## config.mk

```make
export PLATFORM = sky130hd
export DESIGN_NAME = nnis_fifo
export DESIGN_NICKNAME = d
export VERILOG_FILES = /design/src/design/nnis_pkg.sv /design/src/design/nnis_fifo.sv
export SDC_FILE = /design/constraint.sdc
export NUM_CORES = 1
export LEC_CHECK = 0
export ABC_AREA = 1
export BUFFER_PORTS_ARGS = -buffer_cell sky130_fd_sc_hd__clkbuf_2
export CORE_MARGIN = 5
export CORE_UTILIZATION = 58
export CTS_BUF_LIST = sky130_fd_sc_hd__clkbuf_4 sky130_fd_sc_hd__clkbuf_8
export CTS_CLUSTER_SIZE = 40
export DETAILED_ROUTE_END_ITERATION = 10
export GPL_TIMING_DRIVEN = 0
export PLACE_DENSITY = 0.87
export SLEW_MARGIN = 20
export SYNTH_ARGS = -nofsm -noshare
export SYNTH_HDL_FRONTEND = slang
export SYNTH_SLANG_ARGS = --single-unit
```

## constraint.sdc

```tcl
create_clock -name clk -period 12.6 [get_ports clk]
set_input_delay 1.26 -clock clk [delete_from_list [all_inputs] [get_ports clk]]
set_output_delay 1.26 -clock clk [all_outputs]
set_load 0.05 [all_outputs]
```

## src/design/nnis_pkg.sv

```systemverilog
// Shared types and constants for the nearest-neighbor image scaler.
// Used by every module of the block; depends on nothing else.
`default_nettype none

package nnis_pkg;

    // Field and datapath widths fixed by the interface.
    localparam int SIZE_W     = 9;   // frame size register
    localparam int IDX_W      = 8;   // row or column index of a word
    localparam int PROD_W     = 17;  // index times size
    localparam int QUO_W      = 9;   // mapped source index
    localparam int CNT_W      = 4;   // divider step counter
    localparam int WORD_W     = 32;  // pixel field of a word
    localparam int REG_W      = 32;  // configuration data bus
    localparam int CFG_ADDR_W = 4;   // configuration byte address

    // Register indexes on the configuration port.
    localparam logic [1:0] REG_SRC_ROWS = 2'd0;
    localparam logic [1:0] REG_SRC_COLS = 2'd1;
    localparam logic [1:0] REG_DST_ROWS = 2'd2;
    localparam logic [1:0] REG_DST_COLS = 2'd3;

    // Input word kinds as carried on tuser.
    localparam logic KIND_LOAD  = 1'b0;
    localparam logic KIND_FETCH = 1'b1;

    // What the back end has to do with a queued command.
    typedef enum logic [1:0] {
        OP_LOAD,
        OP_FETCH,
        OP_ERROR
    } op_t;

    // Frame sizes after saturation to the store dimensions.
    typedef struct packed {
        logic [SIZE_W-1:0] src_rows;
        logic [SIZE_W-1:0] src_cols;
        logic [SIZE_W-1:0] dst_rows;
        logic [SIZE_W-1:0] dst_cols;
    } cfg_t;

    // One classified command in the queue.
    typedef struct packed {
        op_t               op;
        logic [IDX_W-1:0]  row_idx;
        logic [IDX_W-1:0]  col_idx;
        logic [PROD_W-1:0] row_prod;
        logic [PROD_W-1:0] col_prod;
        logic [WORD_W-1:0] pixel;
    } cmd_t;

    // Queue occupancy flags.
    typedef struct packed {
        logic full;
        logic empty;
    } fifo_status_t;

endpackage

`default_nettype wire

```

## src/design/nnis_fifo.sv

```systemverilog
// Two-entry command queue between the front and back ends.
// Depends on nnis_pkg for the command and status types.
`default_nettype none

module nnis_fifo (
    input  wire logic                   clk,
    input  wire logic                   rst_n,
    input  wire logic                   push,
    input  wire nnis_pkg::cmd_t         din,
    input  wire logic                   pop,
    output nnis_pkg::cmd_t              dout,
    output nnis_pkg::fifo_status_t      status
);
    import nnis_pkg::*;

    cmd_t       entry_reg [2];
    logic       wr_ptr_reg;
    logic       rd_ptr_reg;
    logic [1:0] count_reg;
    logic       do_push;
    logic       do_pop;

    assign status.full  = (count_reg == 2'd2);
    assign status.empty = (count_reg == 2'd0);
    assign do_push      = push && !status.full;
    assign do_pop       = pop && !status.empty;
    assign dout         = entry_reg[rd_ptr_reg];

    // Pointers and fill count.
    always_ff @(posedge clk or negedge rst_n)
    begin
        if (!rst_n)
        begin
            wr_ptr_reg <= 1'b0;
            rd_ptr_reg <= 1'b0;
            count_reg  <= 2'd0;
        end
        else
        begin
            if (do_push)
                wr_ptr_reg <= !wr_ptr_reg;
            if (do_pop)
                rd_ptr_reg <= !rd_ptr_reg;
            count_reg <= count_reg + 2'(do_push) - 2'(do_pop);
        end
    end

    // Entry storage.
    always_ff @(posedge clk)
    begin
        if (do_push)
            entry_reg[wr_ptr_reg] <= din;
    end

endmodule

`default_nettype wire

```

# Word-level counts from Yosys, hierarchy flattened
# Memories as Yosys holds them, arrays and structs flattened.
# Cells that the tools add are included.
# W data, S select, Z words.
# classes
reduce_logical	7
n_addsub	2
muxes	2
n_eq_ne	1
# ops
operator	n
$logic_not A1 Y1	4
$add A2 B1 Y2	1
$eq A2 B2 Y1 const B	1
$logic_and A1 B1 Y1	2
$logic_not A2 Y1	1
$mux W1	2
$sub A2 B1 Y2	1
# totals
ram_bits	168
register_bits	4
out_inout_bits	86
mem_count	1
word_cells	16
# mem_list
memory	depth	width	read_ports	rd_clocked_by_memory_dff	wr	line	rtl
entry_reg	2	84	1	0	1	nnis_fifo.sv:16	cmd_t entry_reg [2];

# Depth between registers and ports, before layout
# depth
word_depth	5
mapped_depth	10

# Worst setup path after synthesis
# Ideal clock, no wire load.
# synth_path
kind	input port to flip-flop
startpoint	input push
endpoint	memory entry_reg[1][0] (netlist bit), enable pin
cell_stages	2
arrival_ns	4.845
setup_slack_ns	7.228
n_path_buf	0
cell_sequence	nand2_1 -> nor2_1
# synth_via
elab_chain_len	3
# synth_rtl
element	line	rtl
from (decl)	nnis_fifo.sv:8	input wire logic push,
$logic_and A1 B1 Y1	nnis_fifo.sv:25	assign do_push = push && !status.full;
$mux W1	nnis_fifo.sv:51	if (do_push)
$mux W1 (implied by the code)	nnis_fifo.sv:52	entry_reg[wr_ptr_reg] <= din;
to (decl)	nnis_fifo.sv:16	
# Every way passes these cells.

==> out/results.ini <==
[timing]
finalWorstSetupSlack_ns=9.545
skew_ns=0.01169
max_freq_mhz=327.4
finalHoldViolCount=0
fin_crit_sh=0.2424
whs_ns=0.5271
rsz0062_at_grt=false
min_period_ns=3.055
worst_slew_margin_rel=0.5270
setup_violations=0
tns_ns=0
max_slew.worst_pin.slew_ns=0.7096
slew_violations=0

[run]
maxCapViolCount=0

[logic_synthesis]
seq_area_frac_synth=0.8082
synth-compound-area-share=0
avgSynthCellArea_sq_um=13.46
synthXorXnorAreaFrac=0
synth_cells=473
ys_ff_latch=172
yosysUniqueCellTypes=11
synth_top_family_by_area=simple AND/OR/NAND/NOR gates
synth_nets=563
muxShareOfSynthArea=0
synth_area_sq_um=6366
synthAdderAreaFrac=0.003931
synth-simple-area-share=0.1592
yosysWarningCount=0

[clocking]
clock_latency_ns=0.43
cts_buffers=17
cts_sinks=172
cts-resized-gates=0
clockBufferDepth=2
cts_setup_buffers=0
cts_root_buf=clkbuf_8
ctsHoldBuffers=0
path_clk_slew_ns=0.09
htreeDepth=4
cts_tree=built

[routing]
drc=0
wl_per_cell_um=15.94
vias_per_cell=4.978
routed_wl_um=13100
ant_nets=0
first_iter_violations=203
firstDrtPassIters=4
num_vias=4092

[setup_path]
startpoint_type=register
worstPathMaxFanout=10
path_delay_family=buffers and inverters
endpoint_kind=output port
cp.required_ns=11.34
slowest_stage=dfrtp_1
critPathBufInv=4
slowest_delay_ns=0.34
arrival_ns=1.79
critPathKind=register to output port
path_cells=buf_2, buf_6, buf_2, nand2_1, nand2_1, clkbuf_2

[die]
rows=38
die_area_sq_um=13170
die_w_um=114.8
coreArea_sq_um=10790
ios=174
dieHeight_um=114.8
start_util=0.5898

[grt]
grt_overflow_total=0
grt_pass1_wl_um=20730
grt.total_usage=0.2079
grt_antenna_before_repair=0
grt_pass1_vias=4397
grt_max_degree=54

[placement]
io_buffers=173
dp_hpwl_um=9568
dp_slack_ns=9.852
gp_congestion=0.7704

[run_status]
status=finished, final reports clean

[cells_and_area]
areaGrowthSynthToFinish_pct=23.58
nNetsFinal=759
utilization=0.7290
nFillCells=728
largest_reg_flops=168
final_layout_size_suffix_gt1_frac=0.3343
n_antenna_cell=0

[hold_path]
hold_path_class=register to register

## per-stage QoR
step / std cells / cell area [sq um]
floorplan: 473 / 6366
global placement: 786 / 7407
detailed placement: 790 / 7505
CTS: 822 / 7868
global route: 822 / 7868
finish: 822 / 7868
## layer usage
layer	wire length, um	track usage	up-vias	part of all wire
met5	0	0	-	0
met4	288	0.08920	0	0.022
met3	944	0.05158	23	0.072
met2	6962	0.3667	153	0.53
met1	4907	0.2429	1938	0.37
li1	-	-	1978	-
## placed cells by master (no fill, tap or decap)
| cell type | instances |
|---|---|
| clkinv_1 | 3 |
| clkinv_2 | 1 |
| nand3_1 | 3 |
| bufinv_16 | 1 |
| clkbuf_2 | 173 |
| buf_6 | 7 |
| clkinv_4 | 3 |
| clkbuf_8 | 17 |
| buf_12 | 3 |
| nand2_1 | 265 |
| nor2_4 | 1 |
| inv_4 | 1 |
| ha_1 | 2 |
| inv_2 | 1 |
| clkinvlp_4 | 3 |
| dfrtp_1 | 4 |
| buf_4 | 1 |
| inv_6 | 3 |
| buf_16 | 1 |
| edfxtp_1 | 168 |
| buf_2 | 11 |
| inv_1 | 9 |
| clkbuf_4 | 1 |
## layout make-up
type / instances / area, sq um / share of cell area
inverters: 11 / 43.79 / 0.005566
flip-flops and latches: 172 / 5145 / 0.6539
clock buffers: 18 / 241.5 / 0.03069
multi-input cells: 271 / 1046 / 0.1330
repair buffers: 177 / 953.4 / 0.1212
well taps: 140 / 175.2 / 0.02226
plain buffers: 19 / 141.4 / 0.01797
clock inverters: 14 / 121.4 / 0.01543
## cell families (layout without fill, tap and decap cells)
family	count (synthesis)	count (layout)
fa+ha+maj	2	2
buf+inv	30	239
flops	172	172
simple gates	269	269
## final timing paths
| check | startpoint | to | slack, ns | depth (start not counted) |
|---|---|---|---|---|
| setup / recovery | rd_ptr_reg | dout[77] | 9.55 | 6 |
| hold / removal | wr_ptr_reg | wr_ptr_reg | 0.53 | 2 |
| setup reg to reg | count_reg[1] | entry_reg[1][7] | 10.67 | 5 |
| hold reg to reg | wr_ptr_reg | wr_ptr_reg | 0.53 | 2 |
| max in group asynchronous | rst_n | rd_ptr_reg | 11.86 | 1 |
| min in group asynchronous | rst_n | count_reg[1] | 0.62 | 1 |
## worst reg2reg max path: cells and delay by family, from the launching register on
| kind | cells | cell delay, ns |
|---|---|---|
| flops | 1 | 0.42 |
| simple gates | 3 | 0.73 |
| buf+inv | 2 | 0.46 |
## synthesized netlist by cell type
cell type | number | area [sq um]
dfrtp_1 | 4 | 100.1
buf_6 | 7 | 78.83
nand3_1 | 3 | 15.01
nor2_1 | 1 | 3.750
inv_2 | 1 | 3.750
buf_4 | 1 | 7.510
edfxtp_1 | 168 | 5045
buf_2 | 11 | 55.05
ha_1 | 2 | 25.02
nand2_1 | 265 | 994.7
inv_1 | 10 | 37.54
Power is not shown: default switching activity piles up to over one toggle a cycle in this logic, so the estimate is an artifact.
