**src/design/nnis_pkg.sv**
```systemverilog
// Shared types and constants for the nearest-neighbor image scaler.
// Used by every module of the block; depends on nothing else.
`default_nettype none

package nnis_pkg;

    // Field and datapath widths fixed by the interface.
    localparam int SIZE_W     = 9;   // frame size register
    localparam int IDX_W      = 8;   // row or column index of a word
    localparam int PROD_W     = 17;  // index times size
    localparam int QUO_W      = 9;   // mapped source index
    localparam int CNT_W      = 4;   // divider step counter
    localparam int WORD_W     = 32;  // pixel field of a word
    localparam int REG_W      = 32;  // configuration data bus
    localparam int CFG_ADDR_W = 4;   // configuration byte address

    // Register indexes on the configuration port.
    localparam logic [1:0] REG_SRC_ROWS = 2'd0;
    localparam logic [1:0] REG_SRC_COLS = 2'd1;
    localparam logic [1:0] REG_DST_ROWS = 2'd2;
    localparam logic [1:0] REG_DST_COLS = 2'd3;

    // Input word kinds as carried on tuser.
    localparam logic KIND_LOAD  = 1'b0;
    localparam logic KIND_FETCH = 1'b1;

    // What the back end has to do with a queued command.
    typedef enum logic [1:0] {
        OP_LOAD,
        OP_FETCH,
        OP_ERROR
    } op_t;

    // Frame sizes after saturation to the store dimensions.
    typedef struct packed {
        logic [SIZE_W-1:0] src_rows;
        logic [SIZE_W-1:0] src_cols;
        logic [SIZE_W-1:0] dst_rows;
        logic [SIZE_W-1:0] dst_cols;
    } cfg_t;

    // One classified command in the queue.
    typedef struct packed {
        op_t               op;
        logic [IDX_W-1:0]  row_idx;
        logic [IDX_W-1:0]  col_idx;
        logic [PROD_W-1:0] row_prod;
        logic [PROD_W-1:0] col_prod;
        logic [WORD_W-1:0] pixel;
    } cmd_t;

    // Queue occupancy flags.
    typedef struct packed {
        logic full;
        logic empty;
    } fifo_status_t;

endpackage

`default_nettype wire

```
**src/design/nnis_front.sv**
```systemverilog
// Front end of the scaler: accepts input words, checks them against the
// frame sizes and forms the mapping products. Depends on nnis_pkg.
`default_nettype none

module nnis_front (
    input  wire nnis_pkg::cfg_t         cfg,
    input  wire logic                   s_tvalid,
    output logic                        s_tready,
    input  wire logic [47:0]            s_tdata,   // row_index, col_index, pixel_in
    input  wire logic                   s_tuser,   // kind
    input  wire nnis_pkg::fifo_status_t fifo_status,
    output logic                        push,
    output nnis_pkg::cmd_t              cmd
);
    import nnis_pkg::*;

    logic [IDX_W-1:0]  row_idx;
    logic [IDX_W-1:0]  col_idx;
    logic [WORD_W-1:0] pixel;
    logic              load_err;
    logic              fetch_err;

    // Unpack the word.
    assign row_idx = s_tdata[7:0];
    assign col_idx = s_tdata[15:8];
    assign pixel   = s_tdata[47:16];

    // Take a word whenever the queue has room.
    assign s_tready = !fifo_status.full;
    assign push     = s_tvalid && !fifo_status.full;

    // Range checks for both kinds of word.
    assign load_err  = ({1'b0, row_idx} >= cfg.src_rows) || ({1'b0, col_idx} >= cfg.src_cols);
    assign fetch_err = ({1'b0, row_idx} >= cfg.dst_rows) || ({1'b0, col_idx} >= cfg.dst_cols)
                       || (cfg.src_rows == '0) || (cfg.src_cols == '0);

    // Classify and form index times source size for each axis.
    always_comb
    begin
        cmd.row_idx  = row_idx;
        cmd.col_idx  = col_idx;
        cmd.pixel    = pixel;
        cmd.row_prod = PROD_W'(row_idx) * PROD_W'(cfg.src_rows);
        cmd.col_prod = PROD_W'(col_idx) * PROD_W'(cfg.src_cols);
        case (s_tuser)
            KIND_LOAD:  cmd.op = load_err ? OP_ERROR : OP_LOAD;
            KIND_FETCH: cmd.op = fetch_err ? OP_ERROR : OP_FETCH;
            default:    cmd.op = OP_ERROR;
        endcase
    end

endmodule

`default_nettype wire

```
**config.mk**
```make
export PLATFORM = sky130hd
export DESIGN_NAME = nnis_front
export DESIGN_NICKNAME = d
export VERILOG_FILES = /design/src/design/nnis_pkg.sv /design/src/design/nnis_front.sv
export SDC_FILE = /design/constraint.sdc
export NUM_CORES = 1
export LEC_CHECK = 0
export BUFFER_PORTS_ARGS = -buffer_cell sky130_fd_sc_hd__buf_2
export CAP_MARGIN = 20
export CORE_ASPECT_RATIO = 1.1
export CORE_MARGIN = 3
export CORE_UTILIZATION = 30
export DETAILED_ROUTE_END_ITERATION = 12
export PLACE_DENSITY = 0.49
export REMOVE_ABC_BUFFERS = 1
export SLEW_MARGIN = 10
export SYNTH_ARGS = -nofsm -noshare
export SYNTH_HDL_FRONTEND = slang
export SYNTH_SLANG_ARGS = --single-unit
```
**constraint.sdc**
```tcl
create_clock -name vclk -period 5.65
set_input_delay 0.2825 -clock vclk [all_inputs]
set_output_delay 0.2825 -clock vclk [all_outputs]
set_load 0.1 [all_outputs]
```
## Word level (Yosys, flattened, before mapping)

Index checks and enable logic that the tools add are counted.
W data, S select, Z words.

| storage, ports and cells | value |
|---|---|
| flip-flop bits (word level) | 0 |
| word-level logic and storage cells | 18 |
| memories | 0 |
| input port bits | 88 |
| bits in writable memories | 0 |
| latch bits | 0 |
| memory bits (read-only) | 0 |

| operators by class | value |
|---|---|
| magnitude comparators | 4 |
| multiplexer cells | 3 |
| multipliers | 2 |
| divide/modulo/power cells | 0 |
| add/sub/neg operators | 0 |
| reductions and logical operators | 8 |
| equal/unequal tests | 0 |
| bitwise operators | 1 |
| shifts and indexed selects | 0 |

Operators with widths:

| operator | number |
|---|---|
| $ge A8 B9 Y1 | 4 |
| $mul A8 B9 Y17 | 2 |
| $logic_not A9 Y1 | 2 |
| $logic_or A1 B1 Y1 | 4 |
| $mux W2 | 2 |
| $pmux W2 S2 | 1 |
| $logic_and A1 B1 Y1 | 1 |
| $logic_not A1 Y1 | 1 |
| $not A1 Y1 | 1 |

## Depth between registers and ports, before layout

Gate-level depths: netlist of the first run.

| depth | value |
|---|---|
| word-level depth | 6 |
| gate-level depth with buffers | 16 |

## Least setup slack after synthesis of the first run

OpenSTA, ideal clock, no wires.

| timing path | value |
|---|---|
| path kind | input port to output port |
| from | in cfg[31] (netlist bit) |
| to | out cmd[63] (netlist bit) |
| buffers on the path | 0 |
| cell stages on the path | 14 |
| data arrival time | 5.111 ns |
| setup slack | 0.257 ns |
| cell sequence | ha_1 fa_1 fa_1 fa_1 inv_1 fa_1 inv_1 ha_1 nand2_1 o21ai_0 o21ai_1 o211ai_1 a21oi_1 xnor2_1 |

RTL lines:

| what | line | text |
|---|---|---|
| start: declaration | nnis_front.sv:6 | `input wire nnis_pkg::cfg_t cfg,` |
| end: declaration | nnis_front.sv:13 | `output nnis_pkg::cmd_t cmd` |

==> impl_metrics.yaml, run 1 <==
detailed_routing:
  vias: 4666
  wl_per_cell_um: 14.80
  routed_wirelength_um: 14960
  post_drt_via_cell_ratio: 4.615
  dr.pass1.iters: 4
  ant_nets: 0
  drc: 0
  drt_iter0_drc: 146
floorplanning:
  fp.dieH_um: 153.7
  dieArea_sq_mm: 0.02156
  core-area_sq_mm: 0.01930
  rows: 53
  dieWidth_um: 140.3
  start_util_pct: 30.83
  pin_count: 174
timing:
  finalWorstPathRequiredPeriod_ns: 5.094
  maxSlewViolCount: 0
  tns_ns: 0
  post-route-period-util_pct: 90.15
  max_clock_freq_mhz: 196.3
  worst_pin_slew_ns: 0.4857
  finalSetupViolations: 0
  relSlewSlack_pct: 67.27
  rsz0062_at_grt: "false"
  hold_viol: 0
final_layout:
  final_common_cell: "inv_1"
  register_area_sq_um: 0
  antennaDiodeCount: 0
  syn2layout_area_growth_pct: 8.433
  fin_nets: 1060
  final_cells: 1011
  nClkBuffers: 0
  final_cell_mix: "147 x inv_1, 122 x ha_1, 109 x buf_2, 94 x and2_1, 84 x fa_1"
  seq_cells: 0
  drive_gt1_share_pct: 15.31
cts:
  hold_buffers: 0
  postCtsSetupBuffers: 0
  cts_resized: 0
synth:
  synthDistinctLibCells: 50
  yosysTopAreaCellShare_pct: 28.26
  yosysWarnings: 0
  yosysTopAreaCell: "fa_1"
  ys_seq_area_share_pct: 0
  ys_top_cells_by_area: "fa_1 28%, ha_1 26%, and2_1 9.9%, inv_1 9.3%, buf_4 6.1%"
  netlist_instances: 703
  synth_area_per_cell_sq_um: 8.463
  synth_area_sq_mm: 0.005949
worst_setup_path:
  crit_fanout: 12
  end_kind: "output pin"
  criticalPathCategory: "primary input to output pin"
  cp-start-kind: "primary input"
  cp.required_ns: 5.37
  crit_arrival_ns: 4.81
global_route:
  antenna_found_initial: 2
  grt_max_degree: 13
  grt_pass1_wl_um: 24940
  grt.overflow.total: 0
  grtUsageTotal_pct: 13.88
  grt_pass1_vias: 4829
job:
  cap_violations: 0
placed_design:
  io_buffers: 109
  dp_cells: 1011
  dp_hpwl_um: 12870
  routabilityCongestion: 0.7798
run_status:
  status: "completed"
hold_path:
  worstHoldPathType: "primary input to output pin"
through the flow:
step / hold WS [ns] / util (%) / setup slack (ns) / area [sq um]
2_1_floorplan: 0.5650 / - / 0.2570 / 5582
3_3_place_gp: 0.5663 / 33.43 / 0.5322 / 6451
3_5_place_dp: 0.5663 / 33.43 / 0.5580 / 6451
4_1_cts: 0.5663 / 33.43 / 0.5199 / 6451
5_1_grt: 0.5657 / 33.43 / 0.3547 / 6451
6_report: 0.5660 / 33.43 / 0.5565 / 6451
synth_stat cells (all sizes together), types with 8 or more instances:
cell type	n
inv	147
ha	122
and2	94
fa	84
buf	48
nor2	32
nand2	31
a21oi	24
xnor2	15
o21ai	12
a21o	10
nand2b	8
nor3	8
worst max-delay path, stage by stage:
cell and delay, ns:
buf_2 0.24, nand2_1 0.12, fa_1 0.52, fa_1 0.55, inv_1 0.05, fa_1 0.48, inv_1 0.05, fa_1 0.48
inv_1 0.05, ha_1 0.34, a21oi_2 0.19, a21boi_1 0.10, o41a_1 0.40, or4_1 0.43, nand4_1 0.10, buf_2 0.42
layout make-up:
cell class,count,area (sq um)
repair buffers,111,560.5
fillers,2084,12850
multi-input cells,505,5026
well taps,247,309.0
inverters,148,555.5
final timing paths:
check / startpoint / end / slack (ns) / cells after the start
hold / removal: s_tdata[19] / cmd[3] / 0.57 / 0
setup / recovery: s_tdata[10] / cmd[45] / 0.56 / 16
cells by family (layout without fill, tap and decap cells):
group	Yosys count	in the layout	synth area share [%]
XOR/XNOR	20	20	2.944
AO/OA/AOI/OAI	78	78	8.960
buffers and inverters	198	259	15.52
AND/OR/NAND/NOR	201	201	18.65
adder cells (fa/ha/maj)	206	206	53.92
metal layers:
metal | vias to the layer above | track usage, % | wire length [um]
met5 | - | 1.144 | 29
met1 | 2213 | 18.95 | 6976
met3 | 8 | 3.453 | 1016
li1 | 2306 | - | -
met4 | 4 | 0.8768 | 86
met2 | 135 | 23.22 | 6852
Power of run 1 is left out: the tool's default activity adds up to more than one toggle a clock period on the data nets, which glitch-free logic cannot reach.
==> inputs of run 2 (changes only) <==
Settings changed: CORE_MARGIN 3 to 2, MAX_ROUTING_LAYER set to met4.
==> impl_metrics.yaml, run 2 (same netlist as run 1, synthesis figures left out) <==
run_status:
  status: "completed"
worst_setup_path:
  critPathBufInv: 5
  cp_slowest_cell: "fa_1"
  end_kind: "output pin"
  criticalPathCategory: "primary input to output pin"
  crit_path_max_incr_delay_ns: 0.54
  critPathLaunch: "s_tdata[10]"
  cp-start-kind: "primary input"
  crit_fanout: 12
  worstPathCellList: "buf_2 > nand2_1 > fa_1 > fa_1 > inv_1 > fa_1 > inv_1 > fa_1 > inv_1 > ha_1 > a21oi_2 > a21boi_1 > o41a_1 > or4_1 > nand4_1 > buf_2"
  crit_arrival_ns: 4.82
  crit_family: "adder cells"
  crit_top_cell: "fa_1"
  cp.required_ns: 5.37
floorplanning:
  pin_count: 174
  core-area_sq_mm: 0.01966
  fp.dieH_um: 151.7
  dieArea_sq_mm: 0.02097
  dieWidth_um: 138.3
  start_util_pct: 30.26
  rows: 54
timing:
  worst_pin_slew_ns: 0.5062
  rsz0062_at_grt: "false"
  maxSlewViolCount: 0
  tns_ns: 0
  finalWorstPathRequiredPeriod_ns: 5.106
  finalSetupViolations: 0
  post-route-period-util_pct: 90.37
  max_clock_freq_mhz: 195.9
  relSlewSlack_pct: 65.88
  hold_viol: 0
detailed_routing:
  vias: 4650
  drc: 0
  routed_wirelength_um: 14680
  post_drt_via_cell_ratio: 4.572
  ant_nets: 0
  dr.pass1.iters: 4
  drt_iter0_drc: 123
  wl_per_cell_um: 14.44
final_layout:
  final_common_cell: "inv_1"
  n_fill_cell: 2171
  register_area_sq_um: 0
  final_cell_mix: "147 x inv_1, 122 x ha_1, 109 x buf_2, 94 x and2_1, 84 x fa_1"
  drive_gt1_share_pct: 15.20
  syn2layout_area_growth_pct: 8.496
  seq_cells: 0
  fin_nets: 1059
  nClkBuffers: 0
global_route:
  grtUsageTotal_pct: 14.57
  grt.overflow.total: 0
  antenna_found_initial: 2
  grt_pass1_wl_um: 24360
  grt_pass1_vias: 4719
  grt_max_degree: 13
cts:
  hold_buffers: 0
  cts_resized: 0
  postCtsSetupBuffers: 0
hold_path:
  hold_path_depth: 0
  worstHoldPathType: "primary input to output pin"
  whs_endpoint: "cmd[1]"
  min_from: "s_tdata[17]"
job:
  cap_violations: 0
placed_design:
  routabilityCongestion: 0.7769
  dp_hpwl_um: 12630
  io_buffers: 109
==> run 2: layout make-up <==
type / count / area (sq um) / share of cell area [%]
Timing Repair Buffer: 110 / 553.0 / 8.568
Multi-Input combinational cell: 505 / 5026 / 77.86
Tap cell: 252 / 315.3 / 4.885
Inverter: 148 / 555.5 / 8.606
Antenna cell: 2 / 5.005 / 0.07753
==> run 2: how the worst max path moves through the flow <==
stage               cells past startpoint      end  slack, ns
floorplan                              14  cmd[63]       0.26
global placement                       16  cmd[45]       0.53
detailed placement                     16  cmd[45]       0.53
CTS                                    16  cmd[45]       0.51
global route                           16  cmd[45]       0.34
finish                                 16  cmd[45]       0.54
==> run 2: per-stage QoR <==
step / area (sq um) / hold WS, ns / instances / utilization, % / setup slack (ns)
final: 6455 / 0.5659 / 1017 / 32.83 / 0.5442
after global routing: 6455 / 0.5657 / 1017 / 32.83 / 0.3354
after CTS: 6450 / 0.5663 / 1015 / 32.81 / 0.5102
after detailed placement: 6450 / 0.5663 / 1015 / 32.81 / 0.5259
after global placement: 6450 / 0.5663 / 1015 / 32.81 / 0.5329
after floorplan: 5582 / 0.5650 / 653 / - / 0.2570
==> run 2: metal layers <==
layer / part of all wire, % / GRT usage (%) / up-vias / wire (um)
li1: - / - / 2304 / -
met1: 47 / 18.80 / 2231 / 6924
met2: 47 / 25.25 / 115 / 6933
met3: 5.6 / 2.891 / 0 / 826
met4: 0 / 0.4082 / 0 / 0
met5: 0 / - / - / 0
Power of run 2 is left out for the same reason.
